### src/rtl/core/etm_pkg.sv
// Shared constants, color matrices and item type for the exposure tone mapper.
// Used by every module of the block except etm_div; depends on nothing.
package etm_pkg;

    localparam int PIX_W             = 16;
    localparam int GAIN_W            = 16;
    localparam int GAIN_RESET        = 256;
    localparam int XYZ_W             = 33;
    localparam int YL_W              = 32;
    localparam int PROD_W            = 32;
    localparam int FRAC_BITS_DEF     = 12;
    localparam int EXP_ADDR_BITS_DEF = 10;
    localparam int QUEUE_DEPTH       = 4;
    localparam int QPTR_W            = $clog2(QUEUE_DEPTH);
    localparam int QCNT_W            = $clog2(QUEUE_DEPTH + 1);
    localparam int XCOEF_W           = 16;
    localparam int RCOEF_W           = 19;
    localparam int RND_SHIFT         = 24;

    typedef logic        [XCOEF_W-1:0] t_xcoef;
    typedef logic signed [RCOEF_W-1:0] t_rcoef;

    localparam t_xcoef TO_XYZ [3][3] = '{
        '{16'd27027, 16'd23436, 16'd11829},
        '{16'd13933, 16'd46871, 16'd4732},
        '{16'd1265,  16'd7812,  16'd62292}
    };

    localparam t_rcoef TO_RGB [3][3] = '{
        '{19'sd212402, -19'sd100755, -19'sd32676},
        '{-19'sd63517, 19'sd122946,  19'sd2726},
        '{19'sd3644,   -19'sd13369,  19'sd98763}
    };

    typedef struct packed {
        logic             last;
        logic             y_zero;
        logic [XYZ_W-1:0] x;
        logic [XYZ_W-1:0] y;
        logic [XYZ_W-1:0] z;
    } t_xyz_item;

endpackage

### src/rtl/core/etm_front.sv
// Front end: takes RGB pixels and forms CIE XYZ in two stages.
// Depends on etm_pkg.
module etm_front import etm_pkg::*; (
    input  logic             i_clk,
    input  logic             i_rst_n,
    input  logic             i_take,
    input  logic [PIX_W-1:0] i_red,
    input  logic [PIX_W-1:0] i_green,
    input  logic [PIX_W-1:0] i_blue,
    input  logic             i_last,
    output logic             o_push,
    output t_xyz_item        o_item,
    output logic [1:0]       o_inflight
);

    logic [PIX_W-1:0]  s_pix [3];
    logic [PROD_W-1:0] r_prod [3][3];
    logic              r_f1_v;
    logic              r_f1_last;
    logic              r_f2_v;
    t_xyz_item         r_f2_item;
    logic [XYZ_W-1:0]  s_sum [3];

    assign s_pix[0] = i_red;
    assign s_pix[1] = i_green;
    assign s_pix[2] = i_blue;

    always_ff @(posedge i_clk) begin
        if (!i_rst_n) begin
            r_f1_v <= 1'b0;
            r_f2_v <= 1'b0;
        end else begin
            r_f1_v <= i_take;
            r_f2_v <= r_f1_v;
        end
    end

    always_ff @(posedge i_clk) begin
        for (int c = 0; c < 3; c++) begin
            for (int j = 0; j < 3; j++) begin
                r_prod[c][j] <= PROD_W'(TO_XYZ[c][j]) * PROD_W'(s_pix[j]);
            end
        end
        r_f1_last <= i_last;
    end

    always_comb begin
        for (int c = 0; c < 3; c++) begin
            s_sum[c] = XYZ_W'(r_prod[c][0]) + XYZ_W'(r_prod[c][1]) + XYZ_W'(r_prod[c][2]);
        end
    end

    always_ff @(posedge i_clk) begin
        r_f2_item.x      <= s_sum[0];
        r_f2_item.y      <= s_sum[1];
        r_f2_item.z      <= s_sum[2];
        r_f2_item.y_zero <= (s_sum[1] == '0);
        r_f2_item.last   <= r_f1_last;
    end

    assign o_push     = r_f2_v;
    assign o_item     = r_f2_item;
    assign o_inflight = 2'(r_f1_v) + 2'(r_f2_v);

endmodule

### config.mk
export PLATFORM = sky130hd
export DESIGN_NAME = etm_front
export DESIGN_NICKNAME = d
export VERILOG_FILES = /design/src/rtl/core/etm_pkg.sv /design/src/rtl/core/etm_front.sv
export SDC_FILE = /design/constraint.sdc
export NUM_CORES = 2
export LEC_CHECK = 0
export ABC_CLOCK_PERIOD_IN_PS = 15700
export BUFFER_PORTS_ARGS = -buffer_cell sky130_fd_sc_hd__buf_2
export CORE_MARGIN = 1
export CORE_UTILIZATION = 40
export DETAILED_ROUTE_END_ITERATION = 6
export HOLD_SLACK_MARGIN = 0.15
export PLACE_DENSITY = 0.54
export REMOVE_ABC_BUFFERS = 1
export SYNTH_ARGS = -nofsm -noshare
export SYNTH_HDL_FRONTEND = slang
export SYNTH_SLANG_ARGS = --single-unit
### constraint.sdc
create_clock -name i_clk -period 15.7 [get_ports i_clk]
set_input_delay 1.57 -clock i_clk [delete_from_list [all_inputs] [get_ports i_clk]]
set_output_delay 1.57 -clock i_clk [all_outputs]
set_load 0.05 [all_outputs]
# ---- Word level (Yosys, flattened, before mapping)
# Memories as Yosys holds them, arrays and structs flattened.
# Cells that the tools add are included.
dict set report totals {
  mem_count 1
  register_bits 104
  latchBits 0
  wordCells 26
  in_bits 52
  mem_bits_rw 285
  out_inout_bits 104
  rom_bits 0
}
# memory depth width rd rd_ports_with_merged_regs wr line_no
set memory_table {}
lappend memory_table {r_prod 3 95 3 0 3 etm_front.sv:17} ;# logic [PROD_W-1:0] r_prod [3][3];
dict set report classes {
  bitwise 0
  n_reduce_logical 1
  order_cmp 0
  n_addsub 7
  mul 9
  n_shift 0
  n_eq_ne 0
  div 0
  n_mux 0
}
# operator count
set ops {}
lappend ops {{$add 32x32->33} 3}
lappend ops {{$add 33x32->33} 3}
lappend ops {{$mul 14x16->30 const A} 3}
lappend ops {{$mul 11x16->27 const A} 3}
lappend ops {{$logic_not 33->1} 1}
lappend ops {{$mul 16x16->32 const A} 1}
lappend ops {{$mul 15x16->31 const A} 1}
lappend ops {{$mul 13x16->29 const A} 1}
lappend ops {{$add 1x1->2} 1}

# ---- Longest topological paths before layout
# An unclocked memory read counts as a cell.
dict set report depth {
  word_depth 4
  mapped_depth 23
  ltp_nobuf 23
}

# ---- Worst setup path before layout
# OpenSTA, ideal clock, no wires.
dict set report synth_path {
  path_type {input -> register}
  start {input i_blue[0]}
  end {memory r_prod[2][31] (netlist name)}
  setup_ns 0.072
  required_time_ns 15.628
  setup_slack_ns 8.929
  arrival_time_ns 6.698
  path_buffers 0
  cell_stages 19
  path_cell_list {inv_1 fa_1 inv_1 fa_1 fa_1 fa_1 inv_1 fa_1 fa_1 inv_1 ha_1 and4_1 a221o_1 a41o_1 o221ai_1 o211a_1 o21bai_1 a21oi_1 xnor2_1}
}
# element line_no
set synth_rtl {}
lappend synth_rtl {{start: declaration} etm_front.sv:9} ;# input logic [PIX_W-1:0] i_blue,
lappend synth_rtl {{end: declaration} etm_front.sv:17}

==> summary.md <==
| Metric | Value |
|---|---|
| CTS sink count | 355 |
| Core area | 113,000 um^2 |
| Seq/Total Area, Yosys | 0.155 |
| H-tree depth | 2 |
| Largest family of logic cells by synthesized area | adder cells |
| Mux share of post-synthesis cell area | 0.000438 |
| Netlist cell types | 87 |
| Critical Path Fanout Max | 11 |
| Sum Neg Setup Slack | 0 ns |
| Hold Path Class | flop to flop |
| Worst-path cell chain | buf_2, inv_1, fa_1, inv_1, fa_1, fa_1, fa_1, inv_1, fa_1, fa_1, inv_1, ha_1, and4_1, a221o_1, a41o_1, o221ai_1, o211a_1, o21bai_1, a21oi_1, xnor2_1 |
| Tcrit/Tclk final | 0.449 |
| Non-filler cells, final | 6,215 |
| Largest net degree at the start of global routing | 16 |
| Worst path required time | 16.24 ns |
| Top-level port count | 156 |
| CTS Hold Buffers Added | 0 |
| WL final | 129,000 um |
| Xor/xnor share of the synthesized area | 0.0538 |
| Top_reg_cell synth | dfxtp_1 |
| Clock buffer depth | 3 |
| Fmax | 142 MHz |
| Most frequent cells in the layout | inv_1 (1,054), ha_1 (907), fa_1 (701), dfxtp_1 (355), xnor2_1 (216) |
| Synth Instances | 4,456 |
| Commonest non-fill, non-tap cell in the layout | inv_1 |
| Via/cell ratio | 4.96 |
| Routed Antenna Nets | 0 |
| Vias | 30,800 |
| Initial antenna violation count | 24 |
| Compound-Gate Fraction of Synth Area | 0.0933 |
| GRT Total Usage | 0.228 |
| Crit. End Element | flop |
| Adder-Cell Fraction of Synth Area | 0.555 |
| CP Launch Point | i_blue[0] |
| Number of port buffers | 155 |
| Vias in the first global route | 32,600 |
| Final Hold Viols | 0 |
| Die height | 340 um |
| Avg Inst Size Synth | 10.3 um^2 |
| HPWL Detailed | 113,000 um |
| Area Growth Syn to Fin | 9.67% |
| Cts bufs inserted | 47 |
| Setup WS pre-CTS | 8.07 ns |
| R2R Path End | o_item[31] |
| Post-Syn Area | 45,700 um^2 |
| Slowest cell on the critical path | fa_1 |
| Syn. warnings | 0 |
| First-pass GRT wire length | 196,000 um |
| Sequential cell area | 7110 um^2 |
| Critical Path AT | 7.60 ns |
| Most frequent CP cell | fa_1 |
| Slew @ Worst Pin | 1.16 ns |
| 1st-pass router iterations | 5 |
| Crit path time final | 7.06 ns |
| Setup bufs post-CTS | 0 |
| Initial drt markers | 1,384 |
| Clk slew on worst S/H paths | 0.06 ns |
| RSZ-0062 raised after global routing | false |
| FFs w/ async S/R, synth | 0 |
| Slowest stage delay, CP | 0.61 ns |
| Number of core rows | 123 |
| Slew Viols, Final | 0 |
| Status | finished, final reports clean |
| Initial Util | 0.405 |
| Placer Congestion | 0.966 |
| Worst setup SP type | input pin |
| #FFs+latches synth | 355 |
| Die width | 340 um |
| TritonCTS clock tree | done |
| Root buffer cell | clkbuf_16 |
| Inst Count DP | 6,108 |
| Critical path class | input pin to flop |
| Final worst clock skew | 0.0381 ns |
| DR DRC count | 0 |
| R2R depth | 17 |
| Fillers | 11,000 |
| Worst Setup EP | r_prod[2][31] |
| Rel. slew slack | 0.221 |
| Layout cells sized above 1 | 0.0596 |
| Worst setup margin | 8.64 ns |
| Clock latency reported for the late side of the worst-skew pair | 0.64 ns |
| WL/cell | 20.7 um |
| Worst Hold Slack | 0.328 ns |
| Max-Cap Viols | 0 |
| Grt total ovfl | 0 |
| Die area | 116,000 um^2 |
| EDFF count, synth | 0 |
| Setup violations, final | 0 |
| Post-Synth Simple-Gate Area | 0.0552 |
| Area of the multi-input gates | 34,700 um^2 |
| R2r startpoint | r_prod[1][2] |
| PostCTS Resize Cnt | 0 |
| NumNets Final | 6,317 |
| R2r setup slk | 11.15 ns |
==> cells in the mapped netlist, types with 11 or more instances <==
master	count	area, um^2
o21a_1	46	345
a31oi_1	20	125
and2_1	14	87.6
nor2b_1	31	194
o21bai_1	41	308
or3_1	12	75.1
o21ai_0	77	385
dfxtp_1	355	7110
nor2_1	162	608
nor3_1	46	230
nand2b_1	35	219
xnor2_1	216	1890
a211o_1	11	96.3
a21oi_1	205	1030
nand3_1	42	210
nand2_1	97	364
a211oi_1	27	203
o21ai_1	19	95.1
inv_1	1054	3960
a21o_1	73	548
and3_1	21	131
fa_1	701	14000
xor2_1	65	569
ha_1	907	11300
==> worst max-delay path: cells and delay by family <==
kind / cells / cell delay [ns]
AO/OA/AOI/OAI: 6 / 1.60
XOR/XNOR: 1 / 0.13
adder cells (fa/ha/maj): 7 / 3.39
buffers and inverters: 5 / 0.65
AND/OR/NAND/NOR: 1 / 0.21
==> layout make-up <==
type,instances,area share
Antenna cell,20,0.000998
Clock buffer,58,0.0257
Timing Repair Buffer,155,0.0155
Tap cell,1500,0.0374
Clock inverter,29,0.00888
Inverter,1055,0.0789
Multi-Input combinational cell,3043,0.691
Sequential cell,355,0.142
==> sequential cells by signal, summed over array words and instances, names as in the netlist <==
name / count
r_prod: 251
r_f1_last: 1
r_f1_v: 1
o_item: 101
o_push: 1
==> per-layer routing <==
layer | vias up | global-route usage | share of wire
met1 | 15200 | 0.303 | 0.45
li1 | 14800 | - | -
met3 | 163 | 0.0454 | 0.054
met4 | 10 | 0.0942 | 0.038
met5 | - | 0 | 0.00051
met2 | 607 | 0.362 | 0.45
==> per-stage QoR <==
step	utilization	area (um^2)
2_1_floorplan	-	45700
4_1_cts	0.444	50100
3_3_place_gp	0.428	48400
5_1_grt	0.444	50100
6_report	0.444	50200
3_5_place_dp	0.428	48400
==> cell families after synthesis <==
group	Yosys count
XOR/XNOR	281
multiplexers	2
flip-flops	355
AND/OR/NAND/NOR	511
AO/OA/AOI/OAI	641
buffers and inverters	1058
adder cells (fa/ha/maj)	1608
==> worst min path at each step <==
stage                         start           to  slack (ns)  cells after the start
after floorplan           r_f1_last  o_item[100]        0.31                      0
after global placement    r_f1_last  o_item[100]        0.31                      0
after detailed placement  r_f1_last  o_item[100]        0.33                      0
after CTS                 r_f1_last  o_item[100]        0.33                      0
after global routing      r_f1_last  o_item[100]        0.34                      0
final                     r_f1_last  o_item[100]        0.33                      0
Power is left out: the tool's default activity adds up to more than one toggle a clock period on the data nets, which glitch-free logic cannot reach.
