### src/rtl/core/etm_pkg.sv
// Shared constants, color matrices and item type for the exposure tone mapper.
// Used by every module of the block except etm_div; depends on nothing.
package etm_pkg;

    localparam int PIX_W             = 16;
    localparam int GAIN_W            = 16;
    localparam int GAIN_RESET        = 256;
    localparam int XYZ_W             = 33;
    localparam int YL_W              = 32;
    localparam int PROD_W            = 32;
    localparam int FRAC_BITS_DEF     = 12;
    localparam int EXP_ADDR_BITS_DEF = 10;
    localparam int QUEUE_DEPTH       = 4;
    localparam int QPTR_W            = $clog2(QUEUE_DEPTH);
    localparam int QCNT_W            = $clog2(QUEUE_DEPTH + 1);
    localparam int XCOEF_W           = 16;
    localparam int RCOEF_W           = 19;
    localparam int RND_SHIFT         = 24;

    typedef logic        [XCOEF_W-1:0] t_xcoef;
    typedef logic signed [RCOEF_W-1:0] t_rcoef;

    localparam t_xcoef TO_XYZ [3][3] = '{
        '{16'd27027, 16'd23436, 16'd11829},
        '{16'd13933, 16'd46871, 16'd4732},
        '{16'd1265,  16'd7812,  16'd62292}
    };

    localparam t_rcoef TO_RGB [3][3] = '{
        '{19'sd212402, -19'sd100755, -19'sd32676},
        '{-19'sd63517, 19'sd122946,  19'sd2726},
        '{19'sd3644,   -19'sd13369,  19'sd98763}
    };

    typedef struct packed {
        logic             last;
        logic             y_zero;
        logic [XYZ_W-1:0] x;
        logic [XYZ_W-1:0] y;
        logic [XYZ_W-1:0] z;
    } t_xyz_item;

endpackage

### src/rtl/core/etm_queue.sv
// Short item queue between the XYZ front end and the tone-mapping back end.
// Depends on etm_pkg.
module etm_queue import etm_pkg::*; (
    input  logic              i_clk,
    input  logic              i_rst_n,
    input  logic              i_push,
    input  t_xyz_item         i_item,
    input  logic              i_pop,
    output t_xyz_item         o_head,
    output logic [QCNT_W-1:0] o_count
);

    t_xyz_item         r_mem [QUEUE_DEPTH];
    logic [QPTR_W-1:0] r_wr;
    logic [QPTR_W-1:0] r_rd;
    logic [QCNT_W-1:0] r_cnt;

    always_ff @(posedge i_clk) begin
        if (!i_rst_n) begin
            r_wr  <= '0;
            r_rd  <= '0;
            r_cnt <= '0;
        end else begin
            if (i_push) begin
                r_wr <= r_wr + QPTR_W'(1);
            end
            if (i_pop) begin
                r_rd <= r_rd + QPTR_W'(1);
            end
            if (i_push && !i_pop) begin
                r_cnt <= r_cnt + QCNT_W'(1);
            end else if (!i_push && i_pop) begin
                r_cnt <= r_cnt - QCNT_W'(1);
            end
        end
    end

    always_ff @(posedge i_clk) begin
        if (i_push) begin
            r_mem[r_wr] <= i_item;
        end
    end

    assign o_head  = r_mem[r_rd];
    assign o_count = r_cnt;

endmodule

### config.mk
export PLATFORM = sky130hd
export DESIGN_NAME = etm_queue
export DESIGN_NICKNAME = d
export VERILOG_FILES = /design/src/rtl/core/etm_pkg.sv /design/src/rtl/core/etm_queue.sv
export SDC_FILE = /design/constraint.sdc
export NUM_CORES = 1
export LEC_CHECK = 0
export ABC_AREA = 0
export BUFFER_PORTS_ARGS = -buffer_cell sky130_fd_sc_hd__buf_2
export CAP_MARGIN = 20
export CORE_UTILIZATION = 57
export DETAILED_ROUTE_END_ITERATION = 8
export PLACE_DENSITY = 0.87
export SYNTH_ARGS = -nofsm -noshare
export SYNTH_HDL_FRONTEND = slang
export SYNTH_SLANG_ARGS = --single-unit
### constraint.sdc
create_clock -name i_clk -period 5.69 [get_ports i_clk]
set_clock_uncertainty 0.15 [all_clocks]
set_input_delay 1.707 -clock i_clk [delete_from_list [all_inputs] [get_ports i_clk]]
set_output_delay 1.707 -clock i_clk [all_outputs]
set_load 0.05 [all_outputs]
### Yosys cells after proc, flatten, opt, wreduce, memory -nomap -nowiden

Memories as Yosys holds them, arrays and structs flattened. A register that Yosys moved wholly into a read port is not among the register bits.
Index checks and enable logic that the tools add are counted.

* muxes and demuxes: 6
* add/subtract/negate cells: 4
* reduce and logical (&&, ||, !) cells: 5

Operators by type and width (count)
* two-way mux 3 bit: 2
* adder 2 x 1 -> 2 bit (second input constant): 2
* two-way mux 2 bit: 2
* adder 3 x 1 -> 3 bit (second input constant): 1
* subtractor 3 x 1 -> 3 bit (second input constant): 1
* logical AND 1 bit: 2
* logical NOT 1 bit: 2
* two-way mux 1 bit: 2
* nonzero test 2 bit: 1

* bits in writable memories: 404
* logic and storage cells: 19
* input bits: 105
* output and inout port bits: 104
* register bits: 7
* memories: 1

Memories
* r_mem: words 4, bits a word 101, read ports 1, clocked after Yosys merged registers in 1, wr ports 1, line etm_queue.sv:13 `t_xyz_item r_mem [QUEUE_DEPTH];`

### Depth between registers and ports, before layout

Gate-level depths: netlist (run 1).

* depth after elaboration: 4
* gate-level depth with buffers: 7
* gate-level depth less buffers: 7

### Worst setup path before layout (run 1)

Ideal clock, no wire load.

* path kind: input to register
* start: in i_push
* end: mem r_mem[0][0] (netlist name), enable pin
* arrival: 4.038 ns
* library setup time: 0.471 ns
* path buffers: 0
* slack: 1.031 ns
* data required time: 5.069 ns
* cell stages on the path: 1
* cells stage by stage: and2_1

* word-level cells in the longest chain between the ends: 2

Ends and longest elaborated chain
* from (decl): line etm_queue.sv:6 `input logic i_push,`
* two-way mux 1 bit: line etm_queue.sv:39 `if (i_push) begin`
* two-way mux 1 bit (not written as such): line etm_queue.sv:40 `r_mem[r_wr] <= i_item;`
* to (decl): line etm_queue.sv:13

No other way between the ends.

==> flow_summary_export.csv, run 1 <==
group,metric,value,unit
yosys,syn_nets,679,
yosys,synth_top_area_cell,"edfxtp_1",
yosys,syn_area,15000,sq um
worst_setup_path,critical-path-max-stage-delay,0.63,ns
floorplanning,die_h,164,microns
worst_setup_path,cp_max_fo,59,
detailed_routing,via_count,6726,
yosys,synth.avg_cell_area,26.4,sq um
clock_network,cts_tree,"yes",
final_layout,multi_input_area,2520,sq um
final_layout,fillers,1576,
sta,setup_viol,0,
worst_setup_path,worstSetupEndpointType,"output port",
detailed_routing,postRouteAntennaNets,0,
placement,io_buffers,208,
clock_network,cts_buffers,40,
clock_network,cts.repair.resized,0,
worst_setup_path,crit_type,"register to output port",
global_route,track_usage,20.3,%
power,power_frac_seq,51.2,%
yosys,async_flop_share,0,%
placement,routabilityCongestion,0.697,
clock_network,cts-root-buf,"clkbuf_16",
sta,tightest_slew,0.837,ns
power,clockPowerShare,35.0,%
yosys,yosys_warnings,0,
power,cellLeakagePower,5.94,nW
sta,fin_crit_sh,76.4,%
power,p_sw,1.74,mW
worst_hold_path,hold_class,"register to register",
sta,rsz0062_at_grt,"no",
detailed_routing,drc_errors,0,
yosys,post-synth-top-count-cell,"edfxtp_1",
placement,hpwlAfterDp,15900,microns
detailed_routing,wl_per_cell,23.1,microns
final_layout,n_antenna_cell,0,
worst_setup_path,path_cells,"buf_12 > mux4_2 > buf_2",
detailed_routing,drt_iter0_markers,559,
global_route,antenna_found_initial,1,
sta,period_minus_slack,4.35,ns
floorplanning,die_width,164,microns
final_layout,seq_area,12300,sq um
clock_network,clock_latency,0.50,ns
global_route,grt_use_met2,34.9,%
yosys,synthTopCellsByArea,"edfxtp_1 81%, mux4_2 15%, dfxtp_1 1.2%, buf_6 0.75%, ha_1 0.42%",
job,maxCapViolations,0,
sta,fin_tns_setup,0,ns
yosys,yosys.area.top_type_share,80.8,%
yosys,ys_seq_area_share,82.0,%
global_route,grt_max_degree,60,
power,ir_drop,0.000301,V
final_layout,drive_gt1_share,44.9,%
outcome,status,"finished clean",
yosys,yosys.cell_types.count,18,
clock_network,h-tree-depth,2,
detailed_routing,first_pass_iters,5,
worst_setup_path,arrival,2.49,ns
yosys,synth_seq_cells,413,
floorplanning,fp.coreArea,25900,sq um
floorplanning,rows,59,
global_route,grt_pass1_vias,7085,
clock_network,hold_buffers,0,
sta,slew_headroom,44.2,%
detailed_routing,routed_wirelength,26900,microns
sta,report.final.slew_viol_count,0,
final_layout,finalNetCount,915,
clock_network,post_cts_buffers,0,
floorplanning,dieArea,27000,sq um
power,powerDensity,393,nW/um^2
global_route,grtUsageMet1,26.3,%
global_route,use_met3,4.80,%
global_route,grt-busiest-layer,"met2",
floorplanning,initial_core_util,57.9,%
clock_network,clock-sinks,413,
yosys,synth_cells,568,
floorplanning,ios,209,
power,swShare,25.1,%
yosys,synth_commonest_cells,"404 x edfxtp_1, 101 x mux4_2, 10 x buf_2, 10 x buf_6",
worst_setup_path,slowest_stage,"dfxtp_4",
power,combPwrFrac,13.8,%
global_route,overflow,0,
detailed_routing,viasPerCell,5.77,
final_layout,syn_to_final_growth,17.6,%
power,internal_power,5.20,mW
yosys,synthFlopType,"edfxtp_1",
clock_network,clk_pin_slew,0.06,ns
worst_setup_path,crit_required,3.83,ns
yosys,synth_edf_count,404,
global_route,grt_pass1_wl,40200,microns
clock_network,clockBufferDepth,3,
sta,hold_violations,0,
sta,max_freq,230,MHz
sta,hold_ws,0.378,ns
worst_setup_path,start_kind,"register",
==> critical path, delay by kind of cell, from the launching register on <==
| kind | cells | cell delay, ns |
|---|---|---|
| buffers and inverters | 2 | 0.65 |
| DFF | 1 | 0.63 |
| muxes | 1 | 0.59 |
==> registers in the layout (all words and copies together) (netlist names), named ones only <==
name	count
r_wr	2
r_mem	404
o_count	3
r_rd	2
==> layer usage <==
| layer | part of all wire [%] | wire [microns] |
|---|---|---|
| met5 | 0.037 | 10 |
| met2 | 52 | 14100 |
| met1 | 38 | 10300 |
| met3 | 7.8 | 2080 |
| met4 | 1.4 | 372 |
==> kinds of logic after synthesis <==
group | after synthesis | share of synthesized area (%)
buffers and inverters | 26 | 1.23
XOR/XNOR | 5 | 0.292
adder cells (fa/ha/maj) | 6 | 0.550
multiplexers | 103 | 15.3
flip-flops | 413 | 82.0
AO/OA/AOI/OAI | 2 | 0.0833
AND/OR/NAND/NOR | 13 | 0.525
==> power by group through the flow <==
| stage | sequential, mW | combinational [mW] | clock (mW) |
|---|---|---|---|
| 2_1_floorplan | 3.61 | 0.730 | 0 |
| 3_3_place_gp | 3.61 | 0.953 | 0 |
| 3_5_place_dp | 3.62 | 0.967 | 0 |
| 4_1_cts | 3.56 | 0.971 | 2.48 |
| 5_1_grt | 3.57 | 1.01 | 2.60 |
| 6_report | 3.55 | 0.957 | 2.43 |
==> through the flow <==
| stage | instance area (sq um) | util [%] | cells | power, mW | setup WS, ns |
|---|---|---|---|---|---|
| 6_report | 17600 | 68.1 | 1165 | 6.94 | 1.34 |
| 5_1_grt | 17600 | 68.1 | 1165 | 7.17 | 1.16 |
| 4_1_cts | 17600 | 68.1 | 1165 | 7.01 | 1.26 |
| 3_5_place_dp | 16500 | 63.5 | 1097 | 4.59 | 1.80 |
| 3_3_place_gp | 16500 | 63.5 | 1097 | 4.56 | 1.81 |
| 2_1_floorplan | 15000 | - | 568 | 4.34 | 1.03 |
==> cells in the final DEF (no fill, tap or decap) <==
| cell type | instances |
|---|---|
| a21boi_0 | 1 |
| and2_1 | 5 |
| and2_4 | 4 |
| buf_12 | 6 |
| buf_2 | 208 |
| buf_4 | 2 |
| bufinv_16 | 2 |
| clkbuf_1 | 12 |
| clkbuf_16 | 41 |
| clkbuf_8 | 1 |
| clkinv_1 | 6 |
| clkinv_2 | 6 |
| dfxtp_1 | 7 |
| dfxtp_4 | 2 |
| edfxtp_1 | 404 |
| fa_1 | 1 |
| ha_1 | 5 |
| inv_1 | 4 |
| mux2i_1 | 2 |
| mux4_2 | 101 |
| nand2_1 | 1 |
| nor2b_1 | 2 |
| o21ai_0 | 1 |
| or3_1 | 1 |
| xnor2_1 | 2 |
| xor2_1 | 3 |
==> final timing paths <==
check	start	end	slack, ns	cells after the start
hold / removal	o_count[2]	o_count[2]	0.38	2
hold reg to reg	o_count[2]	o_count[2]	0.38	2
setup reg to reg	r_wr[1]	r_mem[1][53]	3.53	4
setup / recovery	register	o_head[46]	1.34	3
==> area by class of cell <==
cell class	instances	share of cell area, %
clock buffers	54	6.15
clock inverters	14	0.638
inverters	4	0.0851
multi-input cells	129	14.3
flip-flops and latches	413	69.8
well taps	335	2.37
repair buffers	216	6.66
Note: power is estimated with default switching activity, not from simulation.
==> inputs of run 2 (changes only) <==
CORE_UTILIZATION = 51   (was 57)
PLACE_DENSITY = 0.83   (was 0.87)
clock period = 3.55 ns   (was 5.69 ns; I/O delays follow)
==> flow_summary_export.csv, run 2 (synthesis gave the netlist of run 1 again) <==
group,metric,value,unit
sta,fin_ws,0.115,ns
floorplanning,initial_core_util,52.0,%
sta,fin_crit_sh,96.8,%
detailed_routing,wl_per_cell,22.6,microns
global_route,antenna_found_initial,3,
clock_network,cts.repair.resized,0,
floorplanning,fp.coreArea,28900,sq um
sta,hold_ws,0.384,ns
clock_network,clock-sinks,413,
sta,max_freq,291,MHz
global_route,grt_max_degree,73,
final_layout,fin_area,17900,sq um
floorplanning,ios,209,
clock_network,h-tree-depth,2,
global_route,grt_pass1_wl,42800,microns
clock_network,clock_latency,0.51,ns
final_layout,layout_common_cells,"404 x edfxtp_1, 208 x buf_2, 101 x mux4_2",
clock_network,hold_buffers,0,
clock_network,cts-root-buf,"clkbuf_16",
power,cellLeakagePower,6.03,nW
placement,io_buffers,208,
global_route,grt_pass1_vias,7348,
worst_setup_path,start_kind,"register",
detailed_routing,postRouteAntennaNets,0,
sta,report.final.slew_viol_count,0,
detailed_routing,routed_wirelength,27700,microns
floorplanning,die_width,174,microns
floorplanning,dieArea,30100,sq um
clock_network,cts_tree,"yes",
power,total_power,11.4,mW
clock_network,post_cts_buffers,0,
placement,routabilityCongestion,0.685,
placement,hpwlAfterDp,16500,microns
worst_hold_path,hold_class,"register to register",
final_layout,mostFrequentLayoutCell,"edfxtp_1",
final_layout,drive_gt1_share,46.1,%
worst_setup_path,arrival,2.22,ns
final_layout,finalNetCount,924,
global_route,overflow,0,
outcome,status,"finished clean",
sta,rsz0062_at_grt,"no",
detailed_routing,via_count,6796,
clock_network,cts_buffers,41,
sta,period_minus_slack,3.44,ns
power,powerDensity,635,nW/um^2
sta,setup_viol,0,
sta,tightest_slew,0.682,ns
floorplanning,die_h,174,microns
final_layout,largest_register_ffs,404,
clock_network,clk_pin_slew,0.06,ns
sta,hold_violations,0,
sta,slew_headroom,54.6,%
detailed_routing,viasPerCell,5.54,
sta,fin_tns_setup,0,ns
clock_network,clockBufferDepth,3,
global_route,track_usage,18.9,%
power,ir_drop,0.000464,V
worst_setup_path,crit_type,"register to output port",
detailed_routing,drc_errors,0,
detailed_routing,drt_iter0_markers,536,
worst_setup_path,worstSetupEndpointType,"output port",
floorplanning,rows,62,
worst_setup_path,cp_max_fo,13,
final_layout,syn_to_final_growth,19.2,%
job,maxCapViolations,0,
placement,placed_area,16600,sq um
placement,dpl_worst_slack,0.622,ns
worst_setup_path,crit_required,2.33,ns
final_layout,regMostFlops,"r_mem",
detailed_routing,first_pass_iters,4,
## run 2: through the flow
stage	utilization, %	instances
global route	62.0	1227
global placement	57.6	1154
finish	62.0	1227
detailed placement	57.6	1154
floorplan	-	568
CTS	62.0	1226
## run 2: per-layer routing
metal / GRT usage (%) / vias up / wire, microns / part of all wire [%]
li1: - / 2940 / - / -
met3: 4.41 / 52 / 1660 / 6.0
met4: 5.97 / 4 / 580 / 2.1
met2: 32.0 / 235 / 14400 / 52
met5: 0 / - / 20 / 0.072
met1: 24.2 / 3565 / 11000 / 40
## run 2: final timing paths
| check | from | to | slack, ns | depth (start not counted) |
|---|---|---|---|---|
| setup reg to reg | r_wr[0] | r_mem[1][28] | 1.70 | 3 |
| hold / removal | o_count[2] | o_count[2] | 0.38 | 2 |
| setup / recovery | register | o_head[74] | 0.11 | 3 |
| hold reg to reg | o_count[2] | o_count[2] | 0.38 | 2 |
## run 2: layout make-up
class | instances | area [sq um]
fill | 1973 | 11000
timing repair buffer | 224 | 1280
multi-input combinational | 129 | 2520
inverter | 4 | 15.0
sequential | 413 | 12300
antenna | 1 | 2.50
clock inverter | 23 | 215
clock buffer | 49 | 1060
tap | 384 | 480
## run 2: report_power, final
part	internal (mW)	total (mW)	switching, mW
Clock	2.41	4.10	1.69
Combinational	0.479	1.58	1.10
Sequential	5.60	5.67	0.0687
Total	8.49	11.4	2.86
## run 2: critical path, cell delays in order, from the launching register on
cell     delay, ns
dfxtp_4       0.52
buf_4         0.35
mux4_2        0.58
buf_2         0.24
==> inputs of run 3 (changes only) <==
ABC_AREA = 1   (was 0)
CORE_UTILIZATION = 52   (was 51)
PLACE_DENSITY = 0.84   (was 0.83)
==> flow_summary_export.csv, run 3 <==
group,metric,value,unit
global_route,track_usage,20.9,%
sta,report.final.slew_viol_count,0,
power,power_frac_seq,49.5,%
job,maxCapViolations,0,
worst_setup_path,crit_type,"register to output port",
detailed_routing,via_count,9449,
floorplanning,fp.coreArea,30600,sq um
yosys,synth_cells,1033,
clock_network,clockBufferDepth,3,
outcome,status,"finished clean",
worst_setup_path,crit_required,2.33,ns
final_layout,largest_register_ffs,404,
global_route,overflow,0,
clock_network,clock-sinks,413,
placement,routabilityCongestion,0.745,
global_route,grt_use_met2,35.9,%
yosys,synth_top_area_cell,"edfxtp_1",
yosys,synth.avg_cell_area,15.7,sq um
global_route,antenna_found_initial,5,
worst_setup_path,slowest_stage,"dfxtp_4",
placement,dp.cells,1595,
sta,max_freq,294,MHz
yosys,synth_seq_cells,413,
yosys,syn_nets,1144,
worst_setup_path,cp_max_fo,38,
floorplanning,rows,64,
detailed_routing,drc_errors,0,
floorplanning,dieArea,31900,sq um
clock_network,cts-root-buf,"clkbuf_16",
worst_setup_path,path_cells,"buf_16 > buf_4 > o21ai_0 > o22ai_2 > buf_2",
yosys,synthFlopType,"edfxtp_1",
floorplanning,ios,209,
final_layout,layout_common_cells,"404 x edfxtp_1, 208 x buf_2, 127 x nor2_1",
detailed_routing,postRouteAntennaNets,0,
floorplanning,die_h,179,microns
yosys,yosys.cell_types.count,21,
sta,setup_viol,0,
detailed_routing,viasPerCell,5.63,
worst_setup_path,start_kind,"register",
final_layout,final_cells,1678,
final_layout,drive_gt1_share,35.8,%
clock_network,h-tree-depth,2,
final_layout,syn_to_final_growth,16.9,%
sta,tightest_slew,0.638,ns
global_route,use_met3,4.52,%
final_layout,multi_input_area,3300,sq um
placement,io_buffers,208,
power,clockPowerShare,36.3,%
power,cellLeakagePower,6.56,nW
clock_network,cts_tree,"yes",
yosys,yosys_warnings,0,
yosys,synth_edf_count,404,
yosys,synthTopCellsByArea,"edfxtp_1 75%, o22ai_2 6.2%, o21ai_0 3.9%, nor2_2 3.1%, nor2_1 2.9%",
placement,dpl_worst_slack,0.572,ns
yosys,yosys.area.top_type_share,74.9,%
clock_network,clock_latency,0.52,ns
yosys,async_flop_share,0,%
worst_hold_path,hold_class,"register to register",
final_layout,seq_area,12300,sq um
yosys,syn_area,16200,sq um
final_layout,mostFrequentLayoutCell,"edfxtp_1",
global_route,grt_pass1_vias,9364,
sta,fin_crit_sh,95.7,%
global_route,grt-busiest-layer,"met2",
clock_network,cts_buffers,43,
global_route,grt_pass1_wl,50300,microns
final_layout,final_util,61.9,%
global_route,grtUsageMet1,26.4,%
floorplanning,initial_core_util,53.0,%
floorplanning,die_width,179,microns
worst_setup_path,worstSetupEndpointType,"output port",
final_layout,fillers,2200,
power,combPwrFrac,14.2,%
sta,fin_ws,0.151,ns
clock_network,clk_pin_slew,0.06,ns
power,total_power,11.4,mW
sta,slew_headroom,57.4,%
sta,rsz0062_at_grt,"no",
placement,hpwlAfterDp,19000,microns
yosys,synth_commonest_cells,"404 x edfxtp_1, 127 x nor2_1, 126 x o21ai_0, 82 x o21ai_1",
power,powerDensity,602,nW/um^2
clock_network,post_cts_buffers,0,
detailed_routing,routed_wirelength,33900,microns
final_layout,regMostFlops,"r_mem",
worst_setup_path,critical-path-max-stage-delay,0.42,ns
sta,period_minus_slack,3.40,ns
yosys,post-synth-top-count-cell,"edfxtp_1",
power,internal_power,8.38,mW
power,swShare,26.4,%
worst_setup_path,critPathTopFamily,"buffers and inverters",
detailed_routing,first_pass_iters,5,
power,ir_drop,0.000559,V
detailed_routing,drt_iter0_markers,839,
global_route,grt_max_degree,102,
sta,fin_tns_setup,0,ns
worst_setup_path,arrival,2.18,ns
sta,hold_violations,0,
final_layout,finalNetCount,1356,
worst_setup_path,worst-path-buf-inv,3,
detailed_routing,wl_per_cell,20.2,microns
yosys,ys_seq_area_share,76.0,%
power,p_sw,3.01,mW
## run 3: cell types whose count changed in the layout (fill, tap and decap cells not counted), sizes merged, moves of 4 or more
| cell | previous run | this run |
|---|---|---|
| clkinvlp | 2 | 7 |
| buf | 224 | 232 |
| a21oi | 0 | 4 |
| diode | 1 | 5 |
| and2 | 9 | 0 |
| nand2 | 1 | 9 |
| clkbuf | 49 | 56 |
| inv | 5 | 13 |
| o22ai | 0 | 101 |
| mux4 | 101 | 0 |
| nor2 | 0 | 207 |
| o21ai | 1 | 208 |
## run 3: cell families (layout without fill, tap and decap cells)
| logic type | Yosys count | in the layout | share of synthesized area [%] |
|---|---|---|---|
| DFF | 413 | 413 | 76.0 |
| AOI/OAI and AO/OA | 313 | 313 | 13.5 |
| buffers and inverters | 83 | 327 | 3.65 |
| and+or+nand+nor | 218 | 218 | 6.31 |
| other | 0 | 5 | 0 |
| adders and majority gates | 6 | 6 | 0.510 |
## run 3: repair_timing
item	in CTS	in global routing
gates cloned	0	1
pin swaps	0	0
endpoints found under the setup margin	1	32
resized for setup	1	1
hold buffers	0	0
## run 3: power groups by stage
stage	logic (mW)	registers [mW]	clock network [mW]
3_5_place_dp	1.61	5.74	0
4_1_cts	1.62	5.64	4.22
6_report	1.62	5.64	4.14
2_1_floorplan	1.18	5.75	0
3_3_place_gp	1.57	5.73	0
5_1_grt	1.71	5.65	4.40
## run 3: final cells by class
type	count	share of cell area [%]
tap	396	2.62
sequential	413	65.0
clock buffer	55	6.20
clock inverter	22	0.733
antenna	5	0.0661
multi-input combinational	537	17.4
timing repair buffer	233	7.48
inverter	17	0.462
## run 3: metrics by stage
stage                     cell area [sq um]  hold slack, ns
after detailed placement              17600           0.306
after floorplan                       16200           0.262
final                                 18900           0.332
after global placement                17600           0.272
after global routing                  18900           0.330
after CTS                             18900           0.317
## run 3: worst paths after layout
path / from / endpoint / slack, ns / cells after the start
worst max-delay path: register / o_head[73] / 0.15 / 5
worst min-delay path: r_rd[1] / register / 0.33 / 1
worst max register to register: r_wr[1] / r_mem[1][52] / 1.59 / 5
worst min register to register: r_rd[1] / register / 0.33 / 1
## run 3: metal layers
| layer | part of all wire (%) | vias up |
|---|---|---|
| met5 | 0.038 | - |
| met3 | 6.6 | 47 |
| li1 | - | 4338 |
| met1 | 41 | 4760 |
| met2 | 50 | 302 |
| met4 | 1.8 | 2 |
## run 3: worst reg2reg max path, stage by stage (launching register included)
cell and delay, ns:
dfxtp_1 0.36, inv_1 0.09, ha_1 0.18, nand2_1 0.11, clkinvlp_4 0.40, buf_12 0.37
